<file path="src/hw/rtl/qte_pkg.sv">
package qte_pkg;

    localparam int CORDIC_STAGES = 16;
    localparam int NST = (CORDIC_STAGES > 24) ? 24 : ((CORDIC_STAGES < 1) ? 0 : CORDIC_STAGES);
    localparam int SQ_STEPS = 32;
    localparam int VW = 38;
    localparam int ZW = 30;
    localparam int HALF_PI = 26353589;
    localparam int OUT_LIMIT = 25736;

    typedef logic signed [VW-1:0] t_vec;
    typedef logic signed [ZW-1:0] t_ang;

    function automatic t_ang atan_tab(input int i);
        t_ang v;
        v = '0;
        unique case (i)
            0: v = ZW'(13176795);
            1: v = ZW'(7778716);
            2: v = ZW'(4110060);
            3: v = ZW'(2086331);
            4: v = ZW'(1047214);
            5: v = ZW'(524117);
            6: v = ZW'(262123);
            7: v = ZW'(131069);
            default: v = ZW'(1 << (24 - i));
        endcase
        return v;
    endfunction

endpackage

</file>
<file path="src/hw/rtl/qte_sqrt.sv">
module qte_sqrt (
    input  logic        i_clk,
    input  logic        i_en,
    input  logic [63:0] i_val,
    output logic [31:0] o_root
);
    import qte_pkg::*;

    logic [63:0] r_rem [SQ_STEPS];
    logic [63:0] r_res [SQ_STEPS];

    for (genvar k = 0; k < SQ_STEPS; k++) begin : g_step
        localparam logic [63:0] BIT = 64'(1) << (62 - 2 * k);
        logic [63:0] w_rem;
        logic [63:0] w_res;
        logic [63:0] w_trial;
        if (k == 0) begin : g_first
            assign w_rem = i_val;
            assign w_res = '0;
        end else begin : g_next
            assign w_rem = r_rem[k-1];
            assign w_res = r_res[k-1];
        end
        assign w_trial = w_res + BIT;
        always_ff @(posedge i_clk) begin
            if (i_en) begin
                if (w_rem >= w_trial) begin
                    r_rem[k] <= w_rem - w_trial;
                    r_res[k] <= (w_res >> 1) + BIT;
                end else begin
                    r_rem[k] <= w_rem;
                    r_res[k] <= w_res >> 1;
                end
            end
        end
    end

    assign o_root = r_res[SQ_STEPS-1][31:0];
endmodule

</file>
<file path="config.mk">
export PLATFORM = sky130hd
export DESIGN_NAME = qte_sqrt
export DESIGN_NICKNAME = d
export VERILOG_FILES = /design/src/hw/rtl/qte_pkg.sv /design/src/hw/rtl/qte_sqrt.sv
export SDC_FILE = /design/constraint.sdc
export NUM_CORES = 2
export LEC_CHECK = 0
export BUFFER_PORTS_ARGS = -buffer_cell sky130_fd_sc_hd__buf_4
export CORE_MARGIN = 5
export CORE_UTILIZATION = 45
export DETAILED_ROUTE_END_ITERATION = 10
export PLACE_DENSITY = 0.57
export SLEW_MARGIN = 15
export SYNTH_ARGS = -nofsm -noshare
export SYNTH_HDL_FRONTEND = slang
export SYNTH_SLANG_ARGS = --single-unit
</file>
<file path="constraint.sdc">
create_clock -name i_clk -period 11.45 [get_ports i_clk]
set_clock_uncertainty 0.05 [all_clocks]
set_input_delay 0.5725 -clock i_clk [delete_from_list [all_inputs] [get_ports i_clk]]
set_output_delay 0.5725 -clock i_clk [all_outputs]
set_load 0.02 [all_outputs]
</file>
==> flow_summary.yaml <==
worst_setup_path:
  cp_slowest_cell: "inv_1"
  cp_common_cell: "inv_1"
  r2r-start: "r_res[1][107]$_DFFE_PP_"
  r2r_end: "r_rem[1][191]$_DFFE_PP_"
  critical_path.startpoint: "r_res[1][107]$_DFFE_PP_"
  worst_setup_path_start_kind: "flip-flop"
  critical_path_class: "flip-flop to flip-flop"
  r2r.worst_path.cells: 12
  required_ns: 11.99
  crit_chain: "inv_1 -> ha_1 -> nand2_1 -> nor4_2 -> nand3_1 -> nor2_1 -> a41oi_1 -> and4_1 -> inv_1 -> o21ai_0 -> or4_1 -> xnor2_1"
  critPathCaptureType: "flip-flop"
  critPathArrivalTime_ns: 5.72
  worstPathMaxFanout: 30
  r2r_slack_ns: 6.28
  slowest_delay_ns: 0.77
timing:
  final_hold_viol_count: 0
  rsz0062_at_grt: "no"
  maxSlewHeadroom_pct: 17.99
  fmaxAchievable_ghz: 0.1933
  fin_crit_ns: 5.174
  tightest_slew_ns: 1.219
  fin_crit_sh_pct: 45.19
  setup_tns_ns: 0
  slew_viol_final: 0
  whs_ns: 0.1749
  finalSetupViolations: 0
detailed_routing:
  wl_per_cell_um: 23.53
  first_iter_violations: 8040
  routed_wl_um: 330100
  via_count: 80377
  dr.pass1.iters: 7
  avgViaCountPerCell: 5.731
  drtAntennaViolNets: 0
  drc: 0
placed_design:
  dp_cells: 13456
  hpwlAfterDp_um: 252000
  dpl_cell_area_um2: 127200
  port_buffers: 97
  routabilityCongestion: 0.9229
layout:
  drive_gt1_share_pct: 6.822
  stdcell_count: 14025
  fillers: 23343
  finalInstanceArea_um2: 136700
  area.growth.synth_to_final_pct: 11.91
  nNetsFinal: 10860
clock_network:
  root_buffer: "clkbuf_16"
  cts_max_path_buffers: 4
  post_cts_resized: 0
  post_cts_buffers: 0
  cts_buffers: 284
  path_clk_slew_ns: 0.05
  cts.sinks: 2512
  clk_latency_ns: 0.88
  cts_tree: "yes"
  ctsHtreeMaxLevel: 5
yosys:
  seq_area_frac_synth_pct: 61.76
  yosys_most_used_dff: "edfxtp_1"
  synthCells: 9960
  synth_edf_count: 2512
  post_synth.cell_area_avg_um2: 12.26
  syn-num-nets: 10584
  ys_warn_count: 0
  ys_ff_latch: 2512
  yosysUniqueCellTypes: 86
  syn-cell-area_um2: 122100
  async_flop_share_pct: 0
power:
  powerDensity_nw_per_um2: 200.3
  p_leak_nw: 50.28
  ir_worst_vdd_v: 0.0001591
floorplanning:
  fp.dieW_um: 531.0
  coreArea_um2: 270500
  die_h_um: 531.0
  pin_count: 98
  rows: 191
  start_util_pct: 45.15
  dieArea_um2: 282000
min_path:
  worstHoldEndpoint: "r_rem[1][942]$_DFFE_PP_"
  min_path_type: "input port to flip-flop"
  min_from: "i_en"
  holdPathStages: 1
global_route:
  met2_usage_pct: 35.28
  grt-busiest-layer: "met2"
  grt_pass1_wl_um: 492600
  grt_overflow: 0
  grt_antenna_before_repair: 13
  met3_usage_pct: 3.837
  grt_max_degree: 187
  met1_usage_pct: 34.10
  grt_pass1_vias: 76901
  grt_usage_pct: 22.97
run_status:
  status: "complete, no violations"
job:
  maxCapViolCount: 0
==> worst max path at each step <==
stage | endpoint | slack, ns | depth (start not counted)
2_1_floorplan | r_rem[1][640]$_DFFE_PP_ | 7.03 | 4
3_3_place_gp | r_rem[1][191]$_DFFE_PP_ | 5.92 | 11
3_5_place_dp | r_rem[1][191]$_DFFE_PP_ | 6.36 | 12
4_1_cts | r_rem[1][191]$_DFFE_PP_ | 6.32 | 12
5_1_grt | r_rem[1][191]$_DFFE_PP_ | 5.99 | 12
6_report | r_rem[1][191]$_DFFE_PP_ | 6.28 | 12
==> critical path, delay by kind of cell (launching register included) <==
kind,cells,cell delay (ns)
AO/OA/AOI/OAI,2,0.81
adder cells (fa/ha/maj),1,0.36
XOR/XNOR,1,0.15
buffers and inverters,2,0.82
AND/OR/NAND/NOR,6,2.38
flip-flops,1,0.36
==> layout by cell type (no fill, tap or decap), types with 53 or more instances in the layout <==
| cell type | n |
|---|---|
| edfxtp_1 | 2512 |
| nand2_1 | 809 |
| inv_1 | 678 |
| o21ai_0 | 601 |
| ha_1 | 558 |
| nor2_1 | 553 |
| a21oi_1 | 508 |
| xor2_1 | 457 |
| xnor2_1 | 436 |
| nor4_1 | 382 |
| clkbuf_16 | 293 |
| nor3_1 | 291 |
| a21o_1 | 212 |
| nand4_1 | 195 |
| nand3_1 | 180 |
| buf_4 | 152 |
| nand2b_1 | 117 |
| or3_1 | 102 |
| or4_1 | 99 |
| o21a_1 | 90 |
| nor2b_1 | 68 |
| dlygate4sd3_1 | 64 |
| clkinv_1 | 58 |
| a31oi_1 | 56 |
| a211oi_1 | 54 |
| or2_2 | 53 |
==> flip-flops by register name, indices dropped and copies added (netlist names) <==
| register | cells |
|---|---|
| r_res | 528 |
| r_rem | 1984 |
==> per-layer routing <==
layer	wire, um	up-vias
met3	23390	464
met2	145800	2678
met5	16	-
met1	152100	39283
li1	-	37950
met4	8743	2
==> cell usage after synthesis (all sizes together), types with 56 or more instances <==
cell	number	share of area (%)
a21o	212	1.3
a21oi	509	2.1
a31oi	56	0.29
clkbuf	198	0.61
edfxtp	2512	62
ha	558	5.7
inv	679	2.1
nand2	809	2.5
nand2b	117	0.60
nand3	180	0.74
nand4	195	1.0
nor2	553	1.7
nor2b	70	0.36
nor3	293	1.2
nor4	389	2.0
o21a	90	0.55
o21ai	605	2.5
or3	103	0.53
or4	101	0.63
xnor2	436	3.1
xor2	457	3.3
==> per-stage QoR <==
step           utilization [%]  total power [mW]  setup WS [ns]
3_3_place_gp             47.00             18.65          5.922
2_1_floorplan                -             16.58          7.034
3_5_place_dp             47.00             18.67          6.360
4_1_cts                  50.52             27.52          6.322
5_1_grt                  50.52             28.69          5.990
6_report                 50.53             27.37          6.276
==> area by class of cell <==
type | instances | area (um^2) | share of cell area [%]
Sequential cell | 2512 | 75430 | 55.19
Multi-Input combinational cell | 6534 | 43390 | 31.74
Clock buffer | 337 | 7497 | 5.485
Tap cell | 3570 | 4467 | 3.268
Inverter | 679 | 2549 | 1.865
Timing Repair Buffer | 225 | 1969 | 1.441
Clock inverter | 164 | 1374 | 1.005
Antenna cell | 4 | 10.01 | 0.007323
==> where the power goes <==
part / switching, mW / internal [mW] / total (mW)
Combinational: 3.58 / 2.23 / 5.81
Clock: 3.65 / 5.07 / 8.72
Sequential: 1.17 / 11.7 / 12.8
Total: 8.39 / 19.0 / 27.4
==> what timing repair did <==
item                                    4_1_cts  5_1_grt
endpoints found under the hold margin        64        0
hold buffers                                 64        0
endpoints found under the setup margin        0        0
==> logic make-up after synthesis <==
kind of cell	Yosys count	synth area share (%)
AND/OR/NAND/NOR	3163	13.44
flip-flops	2512	61.76
adder cells (fa/ha/maj)	558	5.716
XOR/XNOR	893	6.403
multiplexers	53	0.4784
buffers and inverters	914	2.840
AO/OA/AOI/OAI	1867	9.368
Power figures use the tool's default switching activity.
